--- src/rtl/mis_pkg.sv ---
// package: widths, capacity and shared types of the merge insertion sorter
`default_nettype none

package mis_pkg;

  localparam int MAX_ITEMS = 64;
  localparam int VALUE_W   = 31;

  typedef logic [VALUE_W-1:0] value_t;

  // broadcast command seen by every cell
  typedef struct packed {
    logic   insert;
    logic   shift_dn;
    value_t value;
  } cell_cmd_t;

  // what a cell shows to its neighbours
  typedef struct packed {
    logic   occ;
    logic   gt;
    value_t value;
  } cell_link_t;

  typedef enum logic [1:0] {
    ST_COLLECT = 2'b01,
    ST_DRAIN   = 2'b10
  } state_t;

endpackage

`default_nettype wire

--- src/rtl/mis_cell.sv ---
// module: one insertion cell of the sorting chain
`default_nettype none

module mis_cell import mis_pkg::*; (
  input  logic       clk,
  input  logic       rst_n,
  input  cell_cmd_t  cmd,
  input  cell_link_t prev,
  input  cell_link_t next,
  output cell_link_t self
);

  logic   occ_r, occ_nxt;
  value_t val_r, val_nxt;
  logic   gt;
  logic   ins_point;

  assign gt        = occ_r && (val_r > cmd.value);
  assign ins_point = !prev.gt && prev.occ && (gt || !occ_r);

  always_comb begin
    occ_nxt = occ_r;
    val_nxt = val_r;
    if (cmd.insert) begin
      occ_nxt = occ_r | prev.occ;
      if (prev.gt) begin
        val_nxt = prev.value;
      end else if (ins_point) begin
        val_nxt = cmd.value;
      end
    end else if (cmd.shift_dn) begin
      occ_nxt = next.occ;
      val_nxt = next.value;
    end
  end

  always_ff @(posedge clk) begin
    if (!rst_n) begin
      occ_r <= 1'b0;
    end else begin
      occ_r <= occ_nxt;
    end
  end

  always_ff @(posedge clk) begin
    val_r <= val_nxt;
  end

  assign self.occ   = occ_r;
  assign self.gt    = gt;
  assign self.value = val_r;

endmodule

`default_nettype wire

--- config.mk ---
export PLATFORM = sky130hd
export DESIGN_NAME = mis_cell
export DESIGN_NICKNAME = d
export VERILOG_FILES = /design/src/rtl/mis_pkg.sv /design/src/rtl/mis_cell.sv
export SDC_FILE = /design/constraint.sdc
export NUM_CORES = 1
export LEC_CHECK = 0
export BUFFER_PORTS_ARGS = -buffer_cell sky130_fd_sc_hd__buf_2
export CORE_MARGIN = 2
export CORE_UTILIZATION = 41
export DETAILED_ROUTE_END_ITERATION = 8
export PLACE_DENSITY = 0.78
export SLEW_MARGIN = 15
export SYNTH_ARGS = -nofsm -noshare
export SYNTH_HDL_FRONTEND = slang
export SYNTH_SLANG_ARGS = --single-unit
--- constraint.sdc ---
create_clock -name clk -period 3.8 [get_ports clk]
set_clock_uncertainty 0.2 [all_clocks]
set_input_delay 0 -clock clk [delete_from_list [all_inputs] [get_ports clk]]
set_output_delay 0 -clock clk [all_outputs]
set_load 0.01 [all_outputs]
======== Yosys cells after proc, flatten, opt, wreduce, memory -nomap -nowiden ========
Index checks and enable logic that the tools add are counted.
storage, ports and cells
  register bits after elaboration ......... 32
  bits of input ports ..................... 101
  word-level logic and storage cells ...... 19
operators by class
  order comparisons ....................... 1
  eq/ne operators ......................... 1
  muxes and demuxes ....................... 6
  bitwise gates (word level) .............. 1
  reductions and logical operators ........ 8
operators by type and width
  operator              number
  $mux W31              4
  $gt A31 B31 Y1        1
  $logic_and A1 B1 Y1   3
  $ne A3 B1 Y1 const B  1
  $logic_not A1 Y1      2
  $mux W1               2
  $reduce_and A2 Y1     1
  $reduce_bool A2 Y1    1
  $logic_or A1 B1 Y1    1
  $or A1 B1 Y1          1

======== Logic depth before layout (Yosys ltp) ========
Gate-level depths: netlist of the first run.
  depth in word-level cells ............... 7
  mapped depth ............................ 9
  depth with buffers taken out ............ 8

======== Least setup slack after synthesis of the first run ========
Ideal clock, no wire load.
  path kind ............................... register -> register
  start point ............................. register val_r[30]
  end point ............................... register val_r[0] (enable)
  arrival time ............................ 3325 ps
  path slack .............................. -162 ps
  cell stages (with the launch flop) ...... 8
  buffers on the path ..................... 0
  clock period less this slack ............ 3962 ps
  cell sequence ........................... edfxtp_1 > ha_1 > nand4_2 > nor4_2 > and4_1 > a21boi_2 > a22oi_2 > a41oi_1
on the way
  longest elaborated chain between the ends .. 6
RTL lines
  element                             RTL line        RTL
  start: declaration                  mis_cell.sv:14  value_t val_r, val_nxt;
  start signal: assignment            mis_cell.sv:46  val_r <= val_nxt;
  $gt A31 B31 Y1                      mis_cell.sv:18  assign gt = occ_r && (val_r > cmd.value);
  $logic_and A1 B1 Y1                 mis_cell.sv:18
  $logic_or A1 B1 Y1                  mis_cell.sv:19  assign ins_point = !prev.gt && prev.occ && (gt || !occ_r);
  $logic_and A1 B1 Y1                 mis_cell.sv:19
  $ne A3 B1 Y1 (no source line)       --
  $reduce_and A2 Y1 (no source line)  --
Every way passes these cells.
A chain may end at the register's enable or synchronous reset.

======== Worst setup path in the final report of the first run ========
  start point ............................. register val_r[30]
  end point ............................... register val_r[30] (enable)
Same word-level chain as after synthesis.

==> results of run 1 <==
[cells in the final DEF (no fill, tap or decap), types with 2 or more instances in the layout]
| cell type | n |
|---|---|
| sky130_fd_sc_hd__buf_4 | 4 |
| sky130_fd_sc_hd__inv_1 | 32 |
| sky130_fd_sc_hd__nand3_1 | 3 |
| sky130_fd_sc_hd__dlygate4sd3_1 | 64 |
| sky130_fd_sc_hd__edfxtp_1 | 31 |
| sky130_fd_sc_hd__nor2_1 | 35 |
| sky130_fd_sc_hd__a21oi_1 | 43 |
| sky130_fd_sc_hd__a211oi_1 | 2 |
| sky130_fd_sc_hd__clkbuf_8 | 7 |
| sky130_fd_sc_hd__nand2_1 | 9 |
| sky130_fd_sc_hd__o21ai_0 | 4 |
| sky130_fd_sc_hd__mux2i_1 | 31 |
| sky130_fd_sc_hd__nand4_1 | 2 |
| sky130_fd_sc_hd__ha_1 | 31 |
| sky130_fd_sc_hd__nand4_2 | 2 |
| sky130_fd_sc_hd__buf_2 | 132 |
[final timing paths]
path,startpoint,end,slack (ns),cells after the start
worst max register to register,val_r[30]$_DFFE_PP_,val_r[30]$_DFFE_PP_,0.95,8
worst max-delay path,val_r[30]$_DFFE_PP_,val_r[30]$_DFFE_PP_,0.95,8
worst min register to register,occ_r$_SDFFE_PN0P_,val_r[9]$_DFFE_PP_,0.74,2
worst min-delay path,prev[32],val_r[9]$_DFFE_PP_,0.30,4
[synth_stat cells (all sizes together), types with 2 or more instances]
cell type and n:
clkbuf 8, a21oi 43, edfxtp 31, o21ai 5
a211oi 2, nand3 3, nor2 35, nand4 4
mux2i 31, inv 32, ha 31, buf 5
nand2 9
[layout make-up]
cell class / instances / share of cell area
Multi-Input combinational cell: 180 / 0.338
Timing Repair Buffer: 200 / 0.336
Sequential cell: 32 / 0.240
Inverter: 32 / 0.0303
Clock buffer: 7 / 0.0243
Tap cell: 75 / 0.0237
Clock inverter: 1 / 0.00758
[power by group]
part           leakage [uW]  internal, uW  switching [uW]
Combinational       0.00160           200             182
Clock             0.0000645           231             129
Sequential         0.000312           433            18.9
[routing by layer]
layer,track usage,vias up,part of all wire
met5,0,-,0
met3,0.0556,19,0.065
li1,-,1305,-
met4,0.0780,0,0.024
met2,0.466,100,0.52
met1,0.227,1197,0.39
[through the flow]
step / worst slack (ns) / utilization / cell area (um^2)
after floorplan: 0.537 / - / 2460
after global placement: 1.03 / 0.546 / 3190
after detailed placement: 0.948 / 0.546 / 3190
after CTS: 0.931 / 0.677 / 3960
after global routing: 0.791 / 0.677 / 3960
final: 0.949 / 0.677 / 3960
[kinds of logic after synthesis]
logic type | count (synthesis) | synth area share
AND/OR/NAND/NOR | 58 | 0.110
buffers and inverters | 45 | 0.0735
multiplexers | 32 | 0.131
adder cells (fa/ha/maj) | 31 | 0.158
flip-flops | 32 | 0.388
AO/OA/AOI/OAI | 59 | 0.138
[repair_timing]
| action | 4_1_cts | 5_1_grt |
|---|---|---|
| hold buffers | 64 | 0 |
| endpoints found under the setup margin | 0 | 0 |
| hold endpoints to repair | 32 | 0 |
| gates resized for setup | 0 | 0 |
[state kept, by name, summed over array words and instances, names as in the netlist]
register and cells:
val_r 31, occ_r 1
[worst min-delay path: cells and delay by family]
family / cells / cell delay (ns)
compound gates: 2 / 0.28
buf+inv: 2 / 0.32
==> out/results.md, run 1 <==
• 389 — post-synthesis net count
• sky130_fd_sc_hd__edfxtp_1 — critical path's slowest cell
• 0 — DRC
• 0.08 ns — clock-pin slew on the worst setup and hold paths
• 134 — number of top-level pins
• flop — Setup crit end kind
• 0 — share of async-settable or async-resettable flops after synthesis
• flop — CP startpoint kind
• 0 — Antenna Violating Nets Remaining
• 1 — number of buffers and inverters on the critical path
• 455 — Cells after DPL
• 11700 um — first-pass GRT wire length
• completed — result of the run
• 5 — TritonCTS Buffers
• 0.00197 uW — static leakage
• 470 — fill cell total of the finished layout
• 527 — final cell count without fillers
• 1190 uW — power after layout
• 7570 um — Total Wirelength
• 1340 um^2 — multi-input combinational cell area
• 32 — flip-flop and latch count after synthesis
• 583 — Layout Nets
• 0 — Slew Limit Fails
• 0.302 ns — worst hold slack across all endpoints
• 5850 um^2 — core box area
• sky130_fd_sc_hd__clkbuf_8 — Root Buffer
• 31 — Post-synth EDFFs
• 14.4 um — average wire per standard cell
• 0.388 — post-synthesis sequential area ratio
• 0 — count of buffers added by post-CTS timing repair for setup
• 2621 — vias post-DR
• 0.232 — GRT Util Overall
• 0.671 — Max-slew headroom
• 0.39 ns — biggest cell delay along the critical path
• sky130_fd_sc_hd__edfxtp_1 (38%), sky130_fd_sc_hd__ha_1 (16%), sky130_fd_sc_hd__mux2i_1 (13%) — cell types occupying the most area after synthesis
• 4 — detailed-router iteration count before antenna repair
• 0 — leftover overflow at the end of global routing
• 81.3 um — die extent in y
• 0 — max-cap violations
• 3.57 ns — data required time at the worst endpoint
• 2.62 ns — crit path DAT
• 0.750 — final worst path period share
• simple AND/OR/NAND/NOR gates — cell family with most CP delay
• 302 nW/um^2 — Power Density
• 0.29 ns — worst skew pair latency
• 0.419 — starting utilization of the core area
• 351 MHz — highest clock rate
• 0.493 ns — transition time at the pin with the least slew margin
• 81.3 um — die outline width
• in2reg — worst hold path class
• 0.000230 V — worst vdd rail ir drop
• 34 — count of distinct cell types in the synthesized netlist
• 9.53 um^2 — mean area per synthesized cell
• 0.380 — fraction of post-synthesis cell area in the top cell type by area
• 0 — Synth warnings
• 257 — number of instances in the synthesized netlist
• 0 — final count of hold timing violations
• 2 — clk buf depth
• 0 — number of antenna violations at the first check in global routing
• 2.85 ns — time the worst path needs with I/O delays and setup
• 0.734 — final RePlAce weighted congestion
• false — RSZ-0062 raised after global routing
• 0 — count of antenna diodes in the layout
• 4.97 — DR vias/cell
• 0 ns — final sum of negative setup slack
• 30 — Iter 0 DRT Violations
• ha_1, nand4_2, nor4_2, and4_1, a21boi_2, a22oi_2, a41oi_4, buf_4 — worst path cell trace
• done — clock tree from TritonCTS
• 951 um^2 — register cell area after layout
• sky130_fd_sc_hd__edfxtp_1 — biggest area consumer among synthesized cells
• 2776 — number of global-route vias before repair
• 49 — pin count of the biggest net entering global routing
• 0 — final setup fails
• 4920 um — detailed placer's ending HPWL
• reg2reg — type of the worst setup path
• 2450 um^2 — area of the mapped netlist
• 132 — count of buffers from port buffering
• 28 — # rows
• 2 — number of levels the H-tree was split into
• sky130_fd_sc_hd__edfxtp_1 — Main synth FF type
• 61.6% — area delta synth->final
• 32 — clk sinks
• 15 — maximum fanout along the worst path
• 6610 um^2 — DIE AREA
• 0.336 — fraction of final layout cells with drive strength greater than 1
(Power assumes the default switching activity.)
==> run 2, diff against run 1 <==
--- a/config.mk
+++ b/config.mk
@@ -7,9 +7,9 @@
 export LEC_CHECK = 0
 export BUFFER_PORTS_ARGS = -buffer_cell sky130_fd_sc_hd__buf_2
 export CORE_MARGIN = 2
-export CORE_UTILIZATION = 41
+export CORE_UTILIZATION = 45
 export DETAILED_ROUTE_END_ITERATION = 8
-export PLACE_DENSITY = 0.78
+export PLACE_DENSITY = 0.81
 export SLEW_MARGIN = 15
 export SYNTH_ARGS = -nofsm -noshare
 export SYNTH_HDL_FRONTEND = slang
==> constraint.sdc (replaced) <==
create_clock -name clk -period 2.8 [get_ports clk]
set_clock_uncertainty 0.2 [all_clocks]
set_input_delay 0 -clock clk [delete_from_list [all_inputs] [get_ports clk]]
set_output_delay 0 -clock clk [all_outputs]
set_load 0.01 [all_outputs]
==> out/results.md, run 2 (synthesis gave the netlist of run 1 again) <==
• 1520 uW — power after layout, was 1190 uW
• 0 — Slew Limit Fails, unchanged
• 26 — # rows, was 28
• in2reg — worst hold path class, unchanged
• sky130_fd_sc_hd__clkbuf_8 — Root Buffer, unchanged
• 5.01 — DR vias/cell, was 4.97
• 0.971 — final worst path period share, was 0.750
• 0 — final setup fails, unchanged
• 589 — Layout Nets, was 583
• 0.349 — fraction of final layout cells with drive strength greater than 1, was 0.336
• 0.764 — final RePlAce weighted congestion, was 0.734
• 77.8 um — die extent in y, was 81.3 um
• 65.7% — area delta synth->final, was 61.6%
• flop — Setup crit end kind, unchanged
• 0.000291 V — worst vdd rail ir drop, was 0.000230 V
• 32 — clk sinks, unchanged
• 0.406 — Flop pwr share, was 0.378
• 0.08 ns — register-to-register setup slack, was 0.95 ns
• val_r — register ranked first by flip-flop count, unchanged
• 0.474 — starting utilization of the core area, was 0.419
• 0.28 ns — worst skew pair latency, was 0.29 ns
• 368 MHz — highest clock rate, was 351 MHz
• 373 nW/um^2 — Power Density, was 302 nW/um^2
• val_r[29]$_DFFE_PP_ — launch point of the critical path, was val_r[30]$_DFFE_PP_
• 7860 um — Total Wirelength, was 7570 um
• done — clock tree from TritonCTS, unchanged
• 0 — count of antenna diodes in the layout, unchanged
• 0 ns — final sum of negative setup slack, unchanged
• completed — result of the run, unchanged
• 0.224 — Clk network pwr share, was 0.302
• 0.00200 uW — static leakage, was 0.00197 uW
• 0.162 ns — dpl ws, was 0.948 ns
• 6050 um^2 — DIE AREA, was 6610 um^2
• 53 — Iter 0 DRT Violations, was 30
• 32 — pin count of the biggest net entering global routing, was 49
• val_r: 31 flops, occ_r: 1 flops — registers with the highest flip-flop counts, unchanged
• 0.268 ns — worst hold slack across all endpoints, was 0.302 ns
• sky130_fd_sc_hd__buf_2 — leading cell type in the layout, fill and taps excluded, unchanged
• 0 — DRC, unchanged
• 0 — Antenna Violating Nets Remaining, unchanged
• 2.51 ns — crit path DAT, was 2.62 ns
• 951 um^2 — register cell area after layout, unchanged
• 2643 — vias post-DR, was 2621
• 2.72 ns — time the worst path needs with I/O delays and setup, was 2.85 ns
• 0 — final count of hold timing violations, unchanged
• 0.785 — final core occ, was 0.677
• 8 — maximum fanout along the worst path, was 15
• 0.0820 ns — Worst Setup Slack, final, was 0.949 ns
• 12000 um — first-pass GRT wire length, was 11700 um
• 2776 — number of global-route vias before repair, unchanged
• 1410 um^2 — multi-input combinational cell area, was 1340 um^2
• 0 — leftover overflow at the end of global routing, unchanged
• 2 — clk buf depth, unchanged
• 345 — fill cell total of the finished layout, was 470
• 2.60 ns — data required time at the worst endpoint, was 3.57 ns
• 0 — max-cap violations, unchanged
• 77.8 um — die outline width, was 81.3 um
• 14.9 um — average wire per standard cell, was 14.4 um
• 8 — cell count of the worst reg-to-reg path, unchanged
• 134 — number of top-level pins, unchanged
• flop — CP startpoint kind, unchanged
• val_r[28]$_DFFE_PP_ — worst setup path end, was val_r[30]$_DFFE_PP_
• reg2reg — type of the worst setup path, unchanged
• 31 — max reg flops, unchanged
• 0.369 — part of the power in combinational logic, was 0.320
• 0.723 — Max-slew headroom, was 0.671
• 5 — TritonCTS Buffers, unchanged
• 2 — number of levels the H-tree was split into, unchanged
• 5170 um^2 — core box area, was 5850 um^2
• 1060 uW — Internal Dissipation, was 864 uW
• val_r[29]$_DFFE_PP_ — R2R Path Start, was val_r[30]$_DFFE_PP_
• 0.07 ns — clock-pin slew on the worst setup and hold paths, was 0.08 ns
• 0.253 — GRT Util Overall, was 0.232
• 5020 um — detailed placer's ending HPWL, was 4920 um
• 457 uW — switching pwr, was 331 uW
• 132 — count of buffers from port buffering, unchanged
• 0.411 ns — transition time at the pin with the least slew margin, was 0.493 ns
• 0 — number of antenna violations at the first check in global routing, unchanged
• 0.301 — switching share of total power, was 0.277
• 4 — detailed-router iteration count before antenna repair, unchanged
• val_r[28]$_DFFE_PP_ — R2R Path End, was val_r[30]$_DFFE_PP_
• sky130_fd_sc_hd__buf_2 (132), sky130_fd_sc_hd__dlygate4sd3_1 (64), sky130_fd_sc_hd__a21oi_1 (43) — commonest non-fill, non-tap cells in the layout, unchanged
[run 2: worst min path at each step]
stage / cells past startpoint / startpoint / end
detailed placement: 2 / rst_n / occ_r$_SDFFE_PN0P_
global placement: 2 / rst_n / occ_r$_SDFFE_PN0P_
floorplan: 1 / rst_n / occ_r$_SDFFE_PN0P_
global route: 4 / prev[32] / val_r[15]$_DFFE_PP_
CTS: 4 / prev[32] / val_r[26]$_DFFE_PP_
finish: 4 / prev[32] / val_r[15]$_DFFE_PP_
[run 2: worst max-delay path: stages (launching register included)]
cell	delay, ns
sky130_fd_sc_hd__edfxtp_1	0.44
sky130_fd_sc_hd__ha_4	0.32
sky130_fd_sc_hd__nand4_4	0.13
sky130_fd_sc_hd__nor4_4	0.31
sky130_fd_sc_hd__and4_1	0.24
sky130_fd_sc_hd__a21boi_2	0.17
sky130_fd_sc_hd__a22oi_2	0.09
sky130_fd_sc_hd__a41oi_4	0.30
sky130_fd_sc_hd__clkbuf_16	0.23
[run 2: cell type report]
class	instances	share of cell area
multi-input combinational	180	0.348
clock inverter	1	0.000925
timing repair buffer	206	0.347
sequential	32	0.234
inverter	32	0.0296
tap	70	0.0216
clock buffer	7	0.0188
[run 2: metrics by stage]
step	area, um^2	std cells
floorplan	2490	257
global placement	3230	451
detailed placement	3230	451
CTS	3950	523
global route	4060	528
finish	4060	528
[run 2: power groups by stage]
stage | registers (uW) | clock network (uW) | logic (uW)
6_report | 616 | 340 | 559
5_1_grt | 621 | 368 | 615
4_1_cts | 615 | 348 | 518
3_5_place_dp | 625 | 0 | 425
3_3_place_gp | 620 | 0 | 410
2_1_floorplan | 646 | 0 | 222
[run 2: routing by layer]
| layer | up-vias | GRT usage | part of all wire |
|---|---|---|---|
| met5 | - | 0 | 0 |
| met4 | 0 | 0.0946 | 0.022 |
| met3 | 10 | 0.0547 | 0.042 |
| met2 | 86 | 0.509 | 0.56 |
| met1 | 1230 | 0.245 | 0.38 |
| li1 | 1317 | - | - |
[run 2: timing repair]
| item | in CTS | in global routing |
|---|---|---|
| hold buffers | 64 | 0 |
| setup endpoints to repair | 0 | 31 |
| endpoints found under the hold margin | 32 | 0 |
| gates resized for setup | 0 | 5 |
| buffers inserted | 0 | 3 |
==> run 3, diff against run 2 <==
--- a/config.mk
+++ b/config.mk
@@ -5,7 +5,7 @@
 export SDC_FILE = /design/constraint.sdc
 export NUM_CORES = 1
 export LEC_CHECK = 0
-export BUFFER_PORTS_ARGS = -buffer_cell sky130_fd_sc_hd__buf_2
+export BUFFER_PORTS_ARGS = -buffer_cell sky130_fd_sc_hd__buf_4
 export CORE_MARGIN = 2
 export CORE_UTILIZATION = 45
 export DETAILED_ROUTE_END_ITERATION = 8
==> out/results.md, run 3 (synthesis gave the netlist of run 1 again) <==
• completed — result of the run, unchanged
• 5 — TritonCTS Buffers, unchanged
• 6050 um^2 — DIE AREA, unchanged
• in2reg — worst hold path class, unchanged
• 582 — Layout Nets, was 589
• flop — CP startpoint kind, unchanged
• 0.216 — Clk network pwr share, was 0.224
• 0.00207 uW — static leakage, was 0.00200 uW
• 2 — number of levels the H-tree was split into, unchanged
• 8 — cell count of the worst reg-to-reg path, unchanged
• 2760 — number of global-route vias before repair, was 2776
• true — RSZ-0062 raised after global routing
• sky130_fd_sc_hd__clkbuf_8 — Root Buffer, unchanged
• 0 — DRC, unchanged
• 0.258 — GRT Util Overall, was 0.253
• 26 — # rows, unchanged
• 360 nW/um^2 — Power Density, was 373 nW/um^2
• done — clock tree from TritonCTS, unchanged
• 0.825 — final core occ, was 0.785
• 2 — clk buf depth, unchanged
• ha_1, a21o_1, a221o_1, a221oi_1, o21ai_1, a22oi_2, a41oi_4, buf_12 — worst path cell trace, was ha_4, nand4_4, nor4_4, and4_1, a21boi_2, a22oi_2, a41oi_4, clkbuf_16
• 0 — final setup fails, unchanged
• 0.746 — final RePlAce weighted congestion, was 0.764
• 134 — number of top-level pins, unchanged
• 5170 um^2 — core box area, unchanged
• val_r: 31 flops, occ_r: 1 flops — registers with the highest flip-flop counts, unchanged
• 0.285 — switching share of total power, was 0.301
• 0 — final count of hold timing violations, unchanged
• 309 — fill cell total of the finished layout, was 345
• 4 — cell depth of the worst hold path, unchanged
• val_r[16]$_DFFE_PP_ — launch point of the critical path, was val_r[29]$_DFFE_PP_
• 14.9 um — average wire per standard cell, about the same
• 0 — leftover overflow at the end of global routing, unchanged
• 68 — pin count of the biggest net entering global routing, was 32
• 132 — count of buffers from port buffering, unchanged
• 0 — number of antenna violations at the first check in global routing, unchanged
• 438 uW — switching pwr, was 457 uW
• sky130_fd_sc_hd__buf_4 — leading cell type in the layout, fill and taps excluded, was sky130_fd_sc_hd__buf_2
• 7740 um — Total Wirelength, was 7860 um
• 77.8 um — die outline width, unchanged
• 4270 um^2 — post-layout instance area, was 4060 um^2
• 0.554 — Max-slew headroom, was 0.723
• 2.68 ns — time the worst path needs with I/O delays and setup, was 2.72 ns
• 0 — Slew Limit Fails, unchanged
• 0 — count of antenna diodes in the layout, unchanged
• 1100 uW — Internal Dissipation, was 1060 uW
• 0.474 — starting utilization of the core area, unchanged
• 67 — Iter 0 DRT Violations, was 53
• 5.04 — DR vias/cell, was 5.01
• val_r[1]$_DFFE_PP_ — hold endpoint, was val_r[15]$_DFFE_PP_
• val_r — register ranked first by flip-flop count, unchanged
• 0 — Antenna Violating Nets Remaining, unchanged
• 374 MHz — highest clock rate, was 368 MHz
• 4 — detailed-router iteration count before antenna repair, unchanged
• 2.64 ns — data required time at the worst endpoint, was 2.60 ns
• 77.8 um — die extent in y, unchanged
• 0.401 — Flop pwr share, was 0.406
• prev[32] — hold path startpoint, unchanged
• 0.383 — part of the power in combinational logic, was 0.369
• flop — Setup crit end kind, unchanged
• 2628 — vias post-DR, was 2643
• 4910 um — detailed placer's ending HPWL, was 5020 um
• 0 — max-cap violations, unchanged
• compound AO/OA/AOI/OAI gates — cell family with most CP delay, was simple AND/OR/NAND/NOR gates
• 0.12 ns — register-to-register setup slack, was 0.08 ns
• 0.07 ns — clock-pin slew on the worst setup and hold paths, about the same
• 74.2% — area delta synth->final, was 65.7%
• 3550 um^2 — Placement Cell Area, was 3230 um^2
• 0.28 ns — worst skew pair latency, about the same
• 2.51 ns — crit path DAT, about the same
• 24 — maximum fanout along the worst path, was 8
• 1 — number of buffers and inverters on the critical path, unchanged
• 0.669 ns — transition time at the pin with the least slew margin, was 0.411 ns
• sky130_fd_sc_hd__edfxtp_1 — critical path's slowest cell, unchanged
• 0.000251 V — worst vdd rail ir drop, was 0.000291 V
• 12300 um — first-pass GRT wire length, was 12000 um
• 31 — max reg flops, unchanged
• 0.39 ns — biggest cell delay along the critical path, was 0.44 ns
• 32 — clk sinks, unchanged
• reg2reg — type of the worst setup path, unchanged
• 0.956 — final worst path period share, was 0.971
• 0.333 — fraction of final layout cells with drive strength greater than 1, was 0.349
• val_r[16]$_DFFE_PP_ — R2R Path Start, was val_r[29]$_DFFE_PP_
• sky130_fd_sc_hd__buf_4 (134), sky130_fd_sc_hd__dlygate4sd3_1 (64), sky130_fd_sc_hd__a21oi_1 (43) — commonest non-fill, non-tap cells in the layout, was sky130_fd_sc_hd__buf_2 (132), sky130_fd_sc_hd__dlygate4sd3_1 (64), sky130_fd_sc_hd__a21oi_1 (43)
• val_r[24]$_DFFE_PP_ — R2R Path End, was val_r[28]$_DFFE_PP_
[run 3: repair_timing]
action | in CTS | in global routing
hold endpoints to repair | 32 | 0
resized for setup | 0 | 0
setup endpoints to repair | 0 | 2
hold buffers | 64 | 0
setup buffers | 0 | 0
[run 3: metrics by stage]
step | setup slack, ns | instances | hold WS (ns) | power [uW] | setup TNS, ns
finish | 0.124 | 521 | 0.248 | 1540 | 0
global route | -0.00226 | 521 | 0.293 | 1630 | -0.00436
CTS | 0.117 | 521 | 0.248 | 1530 | 0
detailed placement | 0.146 | 449 | 0.0728 | 1110 | 0
global placement | 0.185 | 449 | 0.0600 | 1100 | 0
floorplan | 0.000252 | 257 | -0.0531 | 869 | 0
[run 3: worst max-delay path by stage]
stage / end / slack, ns / cells after the start
3_3_place_gp: val_r[22]$_DFFE_PP_ / 0.18 / 8
2_1_floorplan: val_r[0]$_DFFE_PP_ / 0.0003 / 7
4_1_cts: val_r[8]$_DFFE_PP_ / 0.12 / 8
5_1_grt: val_r[8]$_DFFE_PP_ / -0.002 / 8
3_5_place_dp: val_r[17]$_DFFE_PP_ / 0.15 / 8
6_report: val_r[24]$_DFFE_PP_ / 0.12 / 8
[run 3: tightest hold or removal path: stages]
cell and delay (ns):
sky130_fd_sc_hd__buf_4 0.09, sky130_fd_sc_hd__o22ai_1 0.10, sky130_fd_sc_hd__a41oi_4 0.22, sky130_fd_sc_hd__buf_4 0.18
[run 3: power by group through the flow]
stage	Combinational (uW)	Clock (uW)	Sequential [uW]
after floorplan	222	0	646
after global placement	473	0	622
after detailed placement	487	0	626
after CTS	580	339	616
after global routing	645	361	622
final	588	333	616
[run 3: routing by layer]
metal / track usage / wire, um / up-vias
met4: 0.0732 / 99 / 0
met1: 0.273 / 2940 / 1245
met2: 0.515 / 4360 / 72
li1: - / - / 1305
met5: 0 / 0 / -
met3: 0.0430 / 340 / 6
[run 3: cell type report]
cell class                 count  area [um^2]  area share
inverter                      32          120      0.0281
tap                           70         87.6      0.0205
timing repair buffer         199         1670       0.391
clock inverter                 1         3.75    0.000880
sequential                    32          951       0.223
multi-input combinational    180         1360       0.319
clock buffer                   7         76.3      0.0179
